==> src/rtl/core/hcd_pkg.sv <==
// Shared types, character codes and helpers for the chunked body decoder.
package hcd_pkg;

  localparam int unsigned LINE_W = 10;

  localparam logic [LINE_W-1:0] MAX_LINE_LEN_RST = 10'd256;

  localparam logic [7:0] CH_LF   = 8'h0A;
  localparam logic [7:0] CH_CR   = 8'h0D;
  localparam logic [7:0] CH_SEMI = 8'h3B;

  typedef enum logic [2:0] {
    PH_SIZE         = 3'd0,
    PH_DATA         = 3'd1,
    PH_DATA_CR      = 3'd2,
    PH_DATA_LF      = 3'd3,
    PH_TRAILER      = 3'd4,
    PH_TRAILER_CR   = 3'd5,
    PH_TRAILER_LINE = 3'd6
  } phase_e;

  typedef enum logic [1:0] {
    ST_INCOMPLETE = 2'd0,
    ST_DONE       = 2'd1,
    ST_ERROR      = 2'd2
  } status_e;

  typedef struct packed {
    logic    ok;
    logic [3:0] val;
  } hex_t;

  typedef struct packed {
    logic       data_valid;
    logic [7:0] data_byte;
    status_e    status;
  } result_t;

  function automatic hex_t hex_digit(input logic [7:0] b);
    hex_t h;
    h.ok  = 1'b1;
    h.val = 4'd0;
    if (b inside {[8'h30:8'h39]}) begin
      h.val = b[3:0];
    end else if (b inside {[8'h61:8'h66], [8'h41:8'h46]}) begin
      h.val = b[3:0] + 4'd9;
    end else begin
      h.ok = 1'b0;
    end
    return h;
  endfunction

endpackage

==> src/rtl/core/http_chunked_decoder.sv <==
// Top level of the HTTP chunked body decoder.
// One body byte per transaction in, one result per transaction out. The block
// sustains one byte per clock cycle unless out_ready_i holds the output; a
// byte passes the input register, then the parser state update into the result
// register. The parser state is updated once for each byte. status_o shows 0
// incomplete, 1 done, 2 error; done and error are sticky until reset. The user
// writes max_line_len through cfg_we_i only while idle; not enforced by the block.
module http_chunked_decoder
  import hcd_pkg::*;
#(
  parameter int unsigned SIZE_BITS = 32
) (
  input  logic              clk_i,
  input  logic              rst_ni,
  input  logic              cfg_we_i,
  input  logic [LINE_W-1:0] cfg_max_line_len_i,
  input  logic              in_valid_i,
  output logic              in_ready_o,
  input  logic [7:0]        in_byte_i,
  output logic              out_valid_o,
  input  logic              out_ready_i,
  output logic              data_valid_o,
  output logic [7:0]        data_byte_o,
  output logic [1:0]        status_o
);

  logic [LINE_W-1:0] max_line_len_q;
  logic              s1_valid;
  logic [7:0]        s1_byte;
  logic              out_free;
  logic              fire;
  logic              out_valid_q, out_valid_d;
  result_t           res;
  result_t           res_q;

  assign out_free    = !out_valid_q || out_ready_i;
  assign fire        = s1_valid && out_free;
  assign out_valid_d = out_free ? s1_valid : out_valid_q;

  always_ff @(posedge clk_i or negedge rst_ni) begin
    if (!rst_ni) begin
      max_line_len_q <= MAX_LINE_LEN_RST;
    end else if (cfg_we_i) begin
      max_line_len_q <= cfg_max_line_len_i;
    end
  end

  hcd_in_stage u_in_stage (
    .clk_i      (clk_i),
    .rst_ni     (rst_ni),
    .in_valid_i (in_valid_i),
    .in_ready_o (in_ready_o),
    .in_byte_i  (in_byte_i),
    .adv_i      (out_free),
    .valid_o    (s1_valid),
    .byte_o     (s1_byte)
  );

  hcd_parser #(
    .SIZE_BITS (SIZE_BITS)
  ) u_parser (
    .clk_i          (clk_i),
    .rst_ni         (rst_ni),
    .fire_i         (fire),
    .byte_i         (s1_byte),
    .max_line_len_i (max_line_len_q),
    .res_o          (res)
  );

  always_ff @(posedge clk_i or negedge rst_ni) begin
    if (!rst_ni) begin
      out_valid_q <= 1'b0;
    end else begin
      out_valid_q <= out_valid_d;
    end
  end

  always_ff @(posedge clk_i) begin
    if (fire) begin
      res_q <= res;
    end
  end

  assign out_valid_o  = out_valid_q;
  assign data_valid_o = res_q.data_valid;
  assign data_byte_o  = res_q.data_byte;
  assign status_o     = res_q.status;

endmodule

==> src/rtl/core/hcd_in_stage.sv <==
// Input register stage: holds one accepted byte until the parser takes it.
module hcd_in_stage
  import hcd_pkg::*;
(
  input  logic       clk_i,
  input  logic       rst_ni,
  input  logic       in_valid_i,
  output logic       in_ready_o,
  input  logic [7:0] in_byte_i,
  input  logic       adv_i,
  output logic       valid_o,
  output logic [7:0] byte_o
);

  logic       valid_q, valid_d;
  logic [7:0] byte_q;
  logic       load;

  assign in_ready_o = !valid_q || adv_i;
  assign load       = in_valid_i && in_ready_o;
  assign valid_d    = load ? 1'b1 : (adv_i ? 1'b0 : valid_q);

  always_ff @(posedge clk_i or negedge rst_ni) begin
    if (!rst_ni) begin
      valid_q <= 1'b0;
    end else begin
      valid_q <= valid_d;
    end
  end

  always_ff @(posedge clk_i) begin
    if (load) begin
      byte_q <= in_byte_i;
    end
  end

  assign valid_o = valid_q;
  assign byte_o  = byte_q;

endmodule

==> src/rtl/core/hcd_parser.sv <==
// Parser state and single-byte next-state logic of the chunked decoder.
module hcd_parser
  import hcd_pkg::*;
#(
  parameter int unsigned SIZE_BITS = 32
) (
  input  logic              clk_i,
  input  logic              rst_ni,
  input  logic              fire_i,
  input  logic [7:0]        byte_i,
  input  logic [LINE_W-1:0] max_line_len_i,
  output result_t           res_o
);

  phase_e                phase_q, phase_d;
  logic [SIZE_BITS-1:0]  rem_q, rem_d;
  logic                  seen_q, seen_d;
  logic                  ext_q, ext_d;
  logic [LINE_W-1:0]     line_q, line_d;
  status_e               status_q, status_d;
  logic                  dv;
  logic [LINE_W:0]       line_inc;
  hex_t                  hd;
  logic [SIZE_BITS-1:0]  rem_dec;

  assign line_inc = {1'b0, line_q} + {{LINE_W{1'b0}}, 1'b1};
  assign hd       = hex_digit(byte_i);
  assign rem_dec  = (rem_q != '0) ? rem_q - {{(SIZE_BITS-1){1'b0}}, 1'b1} : rem_q;

  always_comb begin
    phase_d  = phase_q;
    rem_d    = rem_q;
    seen_d   = seen_q;
    ext_d    = ext_q;
    line_d   = line_q;
    status_d = status_q;
    dv       = 1'b0;
    if (status_q == ST_INCOMPLETE) begin
      case (phase_q)
        PH_SIZE: begin
          if (line_inc > {1'b0, max_line_len_i}) begin
            status_d = ST_ERROR;
          end else begin
            line_d = line_inc[LINE_W-1:0];
            if (byte_i == CH_LF) begin
              if (!seen_q) begin
                status_d = ST_ERROR;
              end else begin
                phase_d = (rem_q == '0) ? PH_TRAILER : PH_DATA;
                ext_d   = 1'b0;
                line_d  = '0;
              end
            end else if (byte_i == CH_CR || ext_q) begin
              // skipped
            end else if (byte_i == CH_SEMI) begin
              if (!seen_q) begin
                status_d = ST_ERROR;
              end else begin
                ext_d = 1'b1;
              end
            end else if (!hd.ok) begin
              status_d = ST_ERROR;
            end else if (rem_q[SIZE_BITS-1 -: 4] != 4'd0) begin
              status_d = ST_ERROR;
            end else begin
              rem_d  = {rem_q[SIZE_BITS-5:0], hd.val};
              seen_d = 1'b1;
            end
          end
        end
        PH_DATA: begin
          dv    = 1'b1;
          rem_d = rem_dec;
          if (rem_dec == '0) begin
            phase_d = PH_DATA_CR;
          end
        end
        PH_DATA_CR, PH_DATA_LF: begin
          if (byte_i == CH_CR && phase_q == PH_DATA_CR) begin
            phase_d = PH_DATA_LF;
          end else if (byte_i == CH_LF) begin
            phase_d = PH_SIZE;
            seen_d  = 1'b0;
            ext_d   = 1'b0;
            line_d  = '0;
            rem_d   = '0;
          end else begin
            status_d = ST_ERROR;
          end
        end
        PH_TRAILER: begin
          if (byte_i == CH_LF) begin
            status_d = ST_DONE;
          end else if (byte_i == CH_CR) begin
            phase_d = PH_TRAILER_CR;
          end else begin
            phase_d = PH_TRAILER_LINE;
          end
        end
        PH_TRAILER_CR: begin
          status_d = (byte_i == CH_LF) ? ST_DONE : ST_ERROR;
        end
        PH_TRAILER_LINE: begin
          if (byte_i == CH_LF) begin
            phase_d = PH_TRAILER;
          end
        end
        default: begin
          status_d = ST_ERROR;
        end
      endcase
    end
    res_o.data_valid = dv;
    res_o.data_byte  = dv ? byte_i : 8'd0;
    res_o.status     = status_d;
  end

  always_ff @(posedge clk_i or negedge rst_ni) begin
    if (!rst_ni) begin
      phase_q  <= PH_SIZE;
      rem_q    <= '0;
      seen_q   <= 1'b0;
      ext_q    <= 1'b0;
      line_q   <= '0;
      status_q <= ST_INCOMPLETE;
    end else if (fire_i) begin
      phase_q  <= phase_d;
      rem_q    <= rem_d;
      seen_q   <= seen_d;
      ext_q    <= ext_d;
      line_q   <= line_d;
      status_q <= status_d;
    end
  end

  a_done_sticky: assert property (@(posedge clk_i) disable iff (!rst_ni)
    status_q == ST_DONE |=> status_q == ST_DONE)
    else $error("done status not sticky");

  a_error_sticky: assert property (@(posedge clk_i) disable iff (!rst_ni)
    status_q == ST_ERROR |=> status_q == ST_ERROR)
    else $error("error status not sticky");

  a_data_nonzero: assert property (@(posedge clk_i) disable iff (!rst_ni)
    (phase_q == PH_DATA && status_q == ST_INCOMPLETE) |-> rem_q != '0)
    else $error("data phase with zero bytes left");

  a_valid_incomplete: assert property (@(posedge clk_i) disable iff (!rst_ni)
    res_o.data_valid |-> res_o.status == ST_INCOMPLETE)
    else $error("payload byte passed after message end");

  a_line_limit: assert property (@(posedge clk_i) disable iff (!rst_ni)
    (fire_i && phase_q == PH_SIZE && status_q == ST_INCOMPLETE
     && line_inc > {1'b0, max_line_len_i}) |=> status_q == ST_ERROR)
    else $error("overlong size line not flagged");

endmodule
==> config.mk <==
export PLATFORM = sky130hd
export DESIGN_NAME = http_chunked_decoder
export DESIGN_NICKNAME = d
export VERILOG_FILES = /design/src/rtl/core/hcd_pkg.sv /design/src/rtl/core/http_chunked_decoder.sv /design/src/rtl/core/hcd_in_stage.sv /design/src/rtl/core/hcd_parser.sv
export SDC_FILE = /design/constraint.sdc
export NUM_CORES = 1
export LEC_CHECK = 0
export BUFFER_PORTS_ARGS = -buffer_cell sky130_fd_sc_hd__buf_4
export CAP_MARGIN = 15
export CORE_MARGIN = 2
export CORE_UTILIZATION = 55
export DETAILED_ROUTE_END_ITERATION = 8
export PLACE_DENSITY = 0.87
export SETUP_SLACK_MARGIN = 0.1
export SYNTH_ARGS = -nofsm -noshare
export SYNTH_HDL_FRONTEND = slang
export SYNTH_SLANG_ARGS = --single-unit
==> constraint.sdc <==
create_clock -name clk_i -period 3.17 [get_ports clk_i]
set_input_delay 0.1585 -clock clk_i [delete_from_list [all_inputs] [get_ports clk_i]]
set_output_delay 0.1585 -clock clk_i [all_outputs]
set_load 0.005 [all_outputs]
==> metrics.txt, run 1 <==
DP Cell Count 749; Layout Area Growth over Synthesis 29.04%; Die Ht 100.6 um; DIE AREA 10130 sq um; drt total wl 15010 um; number of max-cap violations 0; WS Path Type flip-flop to flip-flop; Synth Register Bits 80; yosys warns 0; clock-pin slew on the worst setup and hold paths 0.10 ns; GRT Total Usage 30.08%; hold path start cfg_max_line_len_i[5]; gp weighted congestion 0.9504; Worst slew margin 41.76%; starting DRC count in detailed routing 633; Ant. Diodes 0; clock buffer depth 2; period utilisation layout 108.0%; clock skew 0.01845 ns; top post-synthesis cells by area dfrtp_1 (29%), edfxtp_1 (11%), o21ai_0 (8.0%), ha_1 (3.9%), a21oi_1 (3.7%); P_leak 2.863 nW; Antenna Nets Post-Route 0; # DRC 0; Worst Setup SP u_parser.line_q[1]; sequential area share after synthesis 40.85%; Final WS setup -0.2546 ns; maximum fanout along the worst path 6; Final setup viols 46; Syn Nets 640; run status finished, violations left; Cell Count, Final, Fillers Out 797; ys async rst share 76.25%; R2R Path Start u_parser.line_q[1]; # rows 35; R2R depth 14; core area 9153 sq um; IO Port Bufs 35; initial core utilization 56.12%; Synth top area share 29.23%; Critical Path AT 3.67 ns; Peak supply drop 0.2599 mV; post-synthesis instance total 601; clock tree sinks 80; EDFF count, synth 19; final core occ 72.41%; Yosys cell types 67; Worst setup EP type flip-flop; Worst-Margin Slew 0.8704 ns; synthesized area 5136 sq um; Power, Total 0.002118 W; Final Slew Violations 0; WL per Instance 18.83 um; crit start category flip-flop; CTS tree yes; H-tree Lvls 3; initial antenna violation count 0; largest area contributor in the netlist dfrtp_1; Reg area 2098 sq um; hold path depth 3; CP Data Required Time 3.42 ns; Die W 100.6 um; Mean Syn Cell Area 8.546 sq um; IO Pins 36; vias in the first global route 5092; clock root cell clkbuf_8; DRT Pass-1 Iters 5; largest net degree at the start of global routing 62; fin nets 720; cts bufs inserted 9; clock latency on the worst-skew pair 0.37 ns; Post-DP HPWL 9374 um; failing checks negative hold slack, negative setup slack; RSZ-0062 raised after global routing true; Max Freq 0.2920 GHz; area taken by multi-input logic gates 3058 sq um; Overflow after GRT 0; min-delay worst type input pin to flip-flop; Hold EP max_line_len_q[5]; first-pass GRT wire length 24390 um; vias per cell 6.587; final hold violations 1; Pwr per Cell Area 319.6 nW/um^2; filler instances 603; share of layout cells above drive strength 1 25.22%; vias 5250; hold_ws -0.01023 ns; R2R Path End u_parser.rem_q[13]; predominant post-synthesis flop cell dfrtp_1; R2R setup slack -0.25 ns; min Tclk post-route 3.425 ns
-- cells in the final DEF (no fill, tap or decap), types with 12 or more instances in the layout --
master         synthesis  routed
ha_1                  16      15
edfxtp_1              19      19
a21oi_1               38      34
nand2_1               41      33
nor2_1                50      50
inv_1                 22      22
nor4_1                17      17
dlygate4sd3_1          0      15
nor3_1                20      17
and2_1                13      12
nand3_1               21      19
o21ai_0               82      25
xnor2_1               16      14
o21ai_1                1      39
o21ai_2                0      18
dfrtp_1               60      60
buf_4                  0      80
a22oi_1               14      14
-- per-layer routing --
metal,global-route usage (%),vias up,part of all wire (%)
met5,0,-,0
met4,12.96,0,3.8
met3,6.380,77,7.8
met2,50.77,325,49
met1,37.19,2471,39
li1,-,2377,-
-- worst max-delay path, cell delays in order (launching register included) --
cell       delay (ns)
dfrtp_1          0.43
ha_4             0.17
and3_4           0.22
nand3_4          0.09
xnor2_2          0.16
ha_1             0.31
a21o_1           0.19
a21oi_2          0.17
o2111ai_2        0.17
nand4_1          0.17
or3b_4           0.46
a211o_4          0.36
buf_6            0.14
a21o_1           0.14
o2bb2ai_1        0.11
-- through the flow --
step	instance area, sq um	worst slack, ns	TNS [ns]
2_1_floorplan	5245	-0.009899	-0.01435
3_3_place_gp	5769	-0.1624	-2.627
3_5_place_dp	5769	-0.2954	-7.378
4_1_cts	6416	-0.1901	-5.567
5_1_grt	6628	-0.3765	-13.56
6_report	6628	-0.2546	-8.409
-- kinds of logic after synthesis --
kind of cell,Yosys count,synth area share (%)
AND/OR/NAND/NOR,219,21.97
AO/OA/AOI/OAI,192,23.17
flip-flops,80,40.85
buffers and inverters,66,5.140
XOR/XNOR,22,3.751
adder cells (fa/ha/maj),16,3.898
multiplexers,6,1.218
-- layout make-up --
cell class,instances,area share (%)
multi-input cells,456,46.14
inverters,22,1.246
well taps,111,2.096
repair buffers,112,15.46
clock inverters,7,1.529
clock buffers,9,1.869
flip-flops and latches,80,31.66
-- worst max path at each step --
stage	endpoint	slack, ns	depth (start not counted)
2_1_floorplan	u_parser.ext_q	-0.01	14
3_3_place_gp	u_parser.rem_q[17]	-0.16	14
3_5_place_dp	u_parser.rem_q[16]	-0.30	14
4_1_cts	u_parser.rem_q[0]	-0.19	13
5_1_grt	u_parser.rem_q[26]	-0.38	14
6_report	u_parser.rem_q[13]	-0.25	14
-- synth_stat cells, types with 3 or more instances --
cell      count
buf_1         3
a211oi_1      3
ha_1         16
and2_1       13
edfxtp_1     19
xnor2_1      16
or2_2         3
nand2b_1      8
a21o_1        7
o21ai_0      82
mux2i_1       4
nor2b_1       3
a32oi_1       4
dfrtp_1      60
clkbuf_1     38
nor3_1       20
inv_1        22
o22ai_1       6
or3_1         8
o31a_1        5
nor4b_1       3
nor2_1       50
xor2_1        6
nand3_1      21
o21bai_1      3
nor4_1       17
a22oi_1      14
nand2_1      41
a21oi_1      38
nand4_1       7
a22o_1        3
and3_1       12
-- power by group --
| group | switching [W] | internal (W) | total [W] |
|---|---|---|---|
| clock network | 0.000419 | 0.000454 | 0.000872 |
| registers | 0.0000166 | 0.00108 | 0.00110 |
| logic | 0.0000758 | 0.0000687 | 0.000144 |
-- flip-flops by register name, summed over array words and instances (netlist names) --
register / count
data_byte_o: 8
data_valid_o: 1
max_line_len_q: 10
out_valid_o: 1
status_o: 2
u_in_stage.byte_o: 8
u_in_stage.valid_o: 1
u_parser.ext_q: 1
u_parser.line_q: 10
u_parser.phase_q: 3
u_parser.rem_q: 32
u_parser.seen_q: 1
u_parser.status_q: 2
-- timing repair --
item | 4_1_cts | 5_1_grt
cloned | 5 | 0
hold endpoints to repair | 74 | 0
hold buffers | 15 | 0
pin swaps | 15 | 15
setup buffers | 6 | 6
gates resized for setup | 47 | 46
setup endpoints to repair | 46 | 48
Note: power is estimated with default switching activity, not from simulation.
==> run 2: changes to the inputs <==
--- a/config.mk
+++ b/config.mk
@@ -8,9 +8,9 @@
 export BUFFER_PORTS_ARGS = -buffer_cell sky130_fd_sc_hd__buf_4
 export CAP_MARGIN = 15
 export CORE_MARGIN = 2
-export CORE_UTILIZATION = 55
+export CORE_UTILIZATION = 25
 export DETAILED_ROUTE_END_ITERATION = 8
-export PLACE_DENSITY = 0.87
+export PLACE_DENSITY = 0.51
 export SETUP_SLACK_MARGIN = 0.1
 export SYNTH_ARGS = -nofsm -noshare
 export SYNTH_HDL_FRONTEND = slang
==> run 2 against run 1 <==
  * The run ends with negative setup slack left
  * Core utilization down 39 points
  * Die area up 110%
  * Design area up 3.2%
  * Critical path type unchanged
==> metrics.txt, run 2 (same netlist as run 1, synthesis figures left out) <==
IO Pins 36; fin nets 717; failing checks negative setup slack; routed length on met2 7526 um; clock latency on the worst-skew pair 0.35 ns; vias 4838; Max Freq 0.3044 GHz; IO Port Bufs 35; vias per cell 5.077; largest net degree at the start of global routing 62; RSZ-0062 raised after global routing true; crit start category flip-flop; clock-pin slew on the worst setup and hold paths 0.07 ns; top layer in use met4; Layout Area Growth over Synthesis 33.15%; CP most frequent cell a21o_1; R2R depth 14; DIE AREA 21710 sq um; Peak supply drop 0.2235 mV; initial antenna violation count 0; run status finished, violations left; initial core utilization 25.47%; DRT Pass-1 Iters 5; Total Neg Setup Slack -2.106 ns; drt total wl 15340 um; # rows 52; Critical Path AT 3.53 ns; Worst setup EP type flip-flop; final hold violations 0; R2R Path Start u_parser.line_q[1]; clock buffer depth 2; starting DRC count in detailed routing 301; Final setup viols 38; Worst slew margin 44.23%; Final Slew Violations 0; Buf/Inv on CP 1; CTS tree yes; WL per Instance 16.10 um; hold path depth 3; min Tclk post-route 3.285 ns; Hold EP max_line_len_q[2]; CP cell instances ha_4, and3_4, nand3_4, xnor2_2, ha_1, a21o_1, a21oi_2, o2111ai_2, nand4_1, or3b_4, a211o_4, buf_12, a21o_1, o2bb2ai_1; hold path start cfg_max_line_len_i[2]; commonest non-fill, non-tap cell in the layout buf_4; R2R setup slack -0.12 ns; Post-DP HPWL 10530 um; cell family with most CP delay compound AO/OA/AOI/OAI gates; filler instances 2130; vias in the first global route 4815; clock tree sinks 80; final instance area 6839 sq um; min-delay worst type input pin to flip-flop; Worst path max stage delay 0.43 ns; cts bufs inserted 9; Met3 Wirelength 653 um; R2R Path End u_parser.rem_q[13]; area taken by multi-input logic gates 3082 sq um; Ant. Diodes 0; GRT Total Usage 14.18%; P_leak 2.894 nW; gp weighted congestion 0.8208; first-pass GRT wire length 24720 um; Die Ht 147.3 um; # DRC 0; clock skew 0.01057 ns; H-tree Lvls 3; Overflow after GRT 0; core area 20170 sq um; maximum fanout along the worst path 7; number of max-cap violations 0; Reg area 2098 sq um; Metal-1 WL 6877 um; Final WS setup -0.1153 ns; commonest non-fill, non-tap cells in the layout buf_4 (91), dfrtp_1 (60), nor2_1 (50); Largest Register u_parser.rem_q; CP Data Required Time 3.41 ns; clock root cell clkbuf_16; max reg flops 32; Largest regs u_parser.rem_q (32), max_line_len_q (10), u_parser.line_q (10); Die W 147.3 um; Pwr per Cell Area 328.1 nW/um^2; WS Path Type flip-flop to flip-flop; Worst path slowest cell or3b_4; Antenna Nets Post-Route 0; period utilisation layout 103.6%; Placed Instance Area 6071 sq um; Worst-Margin Slew 0.8365 ns; share of layout cells above drive strength 1 26.06%
==> run 2: layer usage <==
metal,track usage (%),vias to the layer above
li1,-,2379
met1,18.93,2350
met2,22.78,95
met3,3.168,14
met4,4.760,0
met5,0,-
==> run 2: per-stage QoR <==
stage	hold slack, ns	cells	utilization, %	setup slack, ns	total power, W
after floorplan	-0.1371	601	-	-0.009899	0.001176
after global placement	0.3209	920	30.10	-0.02880	0.001249
after detailed placement	0.3206	920	30.10	-0.1393	0.001249
after CTS	0.0008889	948	32.46	-0.07405	0.002279
after global routing	0.01786	953	33.91	-0.2483	0.002343
final	0.006603	953	33.91	-0.1153	0.002244
==> run 2: how the worst max path moves through the flow <==
stage | depth (start not counted) | slack [ns] | endpoint | from
2_1_floorplan | 14 | -0.01 | u_parser.ext_q | u_parser.line_q[0]
3_3_place_gp | 11 | -0.03 | u_parser.rem_q[0] | u_parser.line_q[1]
3_5_place_dp | 11 | -0.14 | u_parser.rem_q[0] | u_parser.line_q[1]
4_1_cts | 14 | -0.07 | u_parser.rem_q[13] | u_parser.line_q[1]
5_1_grt | 14 | -0.25 | u_parser.rem_q[4] | u_parser.line_q[3]
6_report | 14 | -0.12 | u_parser.rem_q[13] | u_parser.line_q[1]
==> run 2: power breakdown <==
group	internal, W	total, W	switching, W
clock network	0.000539	0.00101	0.000467
logic	0.0000640	0.000136	0.0000725
registers	0.00109	0.00110	0.0000159
total	0.00169	0.00224	0.000556
==> run 2: repair_timing <==
action	4_1_cts	5_1_grt
pin swaps	8	16
cloned	1	3
resized for setup	26	59
hold endpoints to repair	68	0
hold buffers	9	0
setup endpoints to repair	46	46
buffers inserted	2	3
==> run 2: area by class of cell <==
cell class	count	share of cell area, %
well taps	270	4.940
clock buffers	9	3.293
inverters	22	1.207
multi-input cells	455	45.06
clock inverters	7	0.7501
flip-flops and latches	80	30.68
repair buffers	110	14.07
==> run 2: worst min-delay path, stage by stage <==
cell	delay [ns]
buf_4	0.08
nand2_1	0.04
o21ai_0	0.05
==> run 3: changes to the inputs <==
--- a/config.mk
+++ b/config.mk
@@ -12,6 +12,7 @@
 export DETAILED_ROUTE_END_ITERATION = 8
 export PLACE_DENSITY = 0.51
 export SETUP_SLACK_MARGIN = 0.1
+export SKIP_LAST_GASP = 1
 export SYNTH_ARGS = -nofsm -noshare
 export SYNTH_HDL_FRONTEND = slang
 export SYNTH_SLANG_ARGS = --single-unit
==> run 3 against run 2 <==
  * The run still ends with negative setup slack left
  * Global-route usage hardly changed
  * Combinational power hardly changed
  * Design area is 0.11% lower
  * Fmax is 0.93% lower
  * Critical path type unchanged
==> metrics.txt, run 3 (same netlist as run 1, synthesis figures left out) <==
run status finished, violations left; failing checks negative setup slack; Largest regs u_parser.rem_q (32), max_line_len_q (10), u_parser.line_q (10); Layout Area Growth over Synthesis 33.01%; final core occ 33.87%; initial core utilization 25.47%; R2R depth 14; vias per cell 5.067; Pwr per Cell Area 327.9 nW/um^2; commonest non-fill, non-tap cell in the layout buf_4; commonest non-fill, non-tap cells in the layout buf_4 (91), dfrtp_1 (60), nor2_1 (50); clock tree sinks 80; DIE AREA 21710 sq um; Antenna Nets Post-Route 0; hold path depth 3; IO Port Bufs 35; Critical Path AT 3.55 ns; fin nets 717; final instance area 6832 sq um; Worst slew margin 44.78%; Max Freq 0.3015 GHz; H-tree Lvls 3; first-pass GRT wire length 24690 um; Peak supply drop 0.2193 mV; Placed Instance Area 6071 sq um; Worst path max stage delay 0.44 ns; pre-CTS WS -0.1393 ns; area taken by multi-input logic gates 3074 sq um; cell family with most CP delay compound AO/OA/AOI/OAI gates; cts bufs inserted 9; Reg area 2098 sq um; Post-DP HPWL 10530 um; Worst setup EP type flip-flop; Overflow after GRT 0; Largest Register u_parser.rem_q; maximum fanout along the worst path 7; initial antenna violation count 0; gp weighted congestion 0.8208; Die Ht 147.3 um; clock root cell clkbuf_16; CP Data Required Time 3.40 ns; clock skew 0.01086 ns; cell depth of the worst setup path 14; number of max-cap violations 0; routed length on met2 7405 um; Ant. Diodes 0; WS Path Type flip-flop to flip-flop; Total Neg Setup Slack -2.837 ns; min Tclk post-route 3.316 ns; CP most frequent cell a21o_1; CTS tree yes; period utilisation layout 104.6%; Final setup viols 35; min-delay worst type input pin to flip-flop; core area 20170 sq um; GRT Total Usage 14.14%; CP cell instances ha_4, and3_4, nand3_4, xnor2_2, ha_1, a21o_1, a21oi_2, o2111ai_2, nand4_1, or3b_4, a211o_4, buf_12, a21o_1, o2bb2ai_1; starting DRC count in detailed routing 319; max reg flops 32; vias 4829; P_leak 2.900 nW; WL per Instance 16.13 um; Worst-Margin Slew 0.8283 ns; Met3 Wirelength 614 um; drt total wl 15370 um; DRT Pass-1 Iters 4; crit start category flip-flop; top layer in use met4; vias in the first global route 4806; filler instances 2132; Power, Total 0.002240 W; clock-pin slew on the worst setup and hold paths 0.07 ns; IO Pins 36; Metal-1 WL 7067 um; share of layout cells above drive strength 1 25.77%; largest net degree at the start of global routing 62; # DRC 0; clock buffer depth 2; Worst path slowest cell or3b_4; clock latency on the worst-skew pair 0.35 ns; final hold violations 0; # rows 52; Final Slew Violations 0; Buf/Inv on CP 1; Die W 147.3 um; RSZ-0062 raised after global routing true; Final WS setup -0.1463 ns
[run 3: path summary, 6_finish.rpt]
path                                  startpoint            endpoint  slack, ns
max                           u_parser.line_q[0]  u_parser.rem_q[13]      -0.15
min                        cfg_max_line_len_i[2]   max_line_len_q[2]       0.01
max reg2reg                   u_parser.line_q[0]  u_parser.rem_q[13]      -0.15
min reg2reg                   u_in_stage.valid_o         out_valid_o       0.51
max in group asynchronous                 rst_ni   u_parser.rem_q[5]       2.16
min in group asynchronous                 rst_ni   max_line_len_q[9]       0.44
[run 3: where the power goes]
| part | total, W | internal [W] | switching, W |
|---|---|---|---|
| clock | 0.00100 | 0.000539 | 0.000463 |
| sequential | 0.00110 | 0.00109 | 0.0000161 |
| combinational | 0.000136 | 0.0000641 | 0.0000724 |
[run 3: timing repair]
item                                   in CTS  in global routing
buffers inserted                            2                  3
hold buffers                                9                  0
endpoints found under the hold margin      68                  0
cloned                                      1                  3
setup endpoints to repair                  46                 46
gates resized for setup                    22                 55
pin swaps                                   6                 23
[run 3: metrics by stage]
stage / cells / hold WS (ns)
global placement: 920 / 0.3209
finish: 953 / 0.01156
CTS: 948 / 0.0008889
global route: 953 / 0.01786
detailed placement: 920 / 0.3206
floorplan: 601 / -0.1371
[run 3: worst min-delay path, delay by kind of cell]
kind / cells / cell delay (ns)
buffers and inverters: 1 / 0.08
AO/OA/AOI/OAI: 1 / 0.05
AND/OR/NAND/NOR: 1 / 0.04
[run 3: layer usage]
layer	vias up	track usage, %
met5	-	0
met4	0	4.712
met3	15	3.168
met2	90	22.71
met1	2348	18.87
li1	2376	-
[run 3: area by class of cell]
type	count	share of cell area [%]
clock buffers	9	3.297
clock inverters	7	0.7509
inverters	22	1.209
multi-input cells	455	45.00
flip-flops and latches	80	30.71
well taps	270	4.945
repair buffers	110	14.08
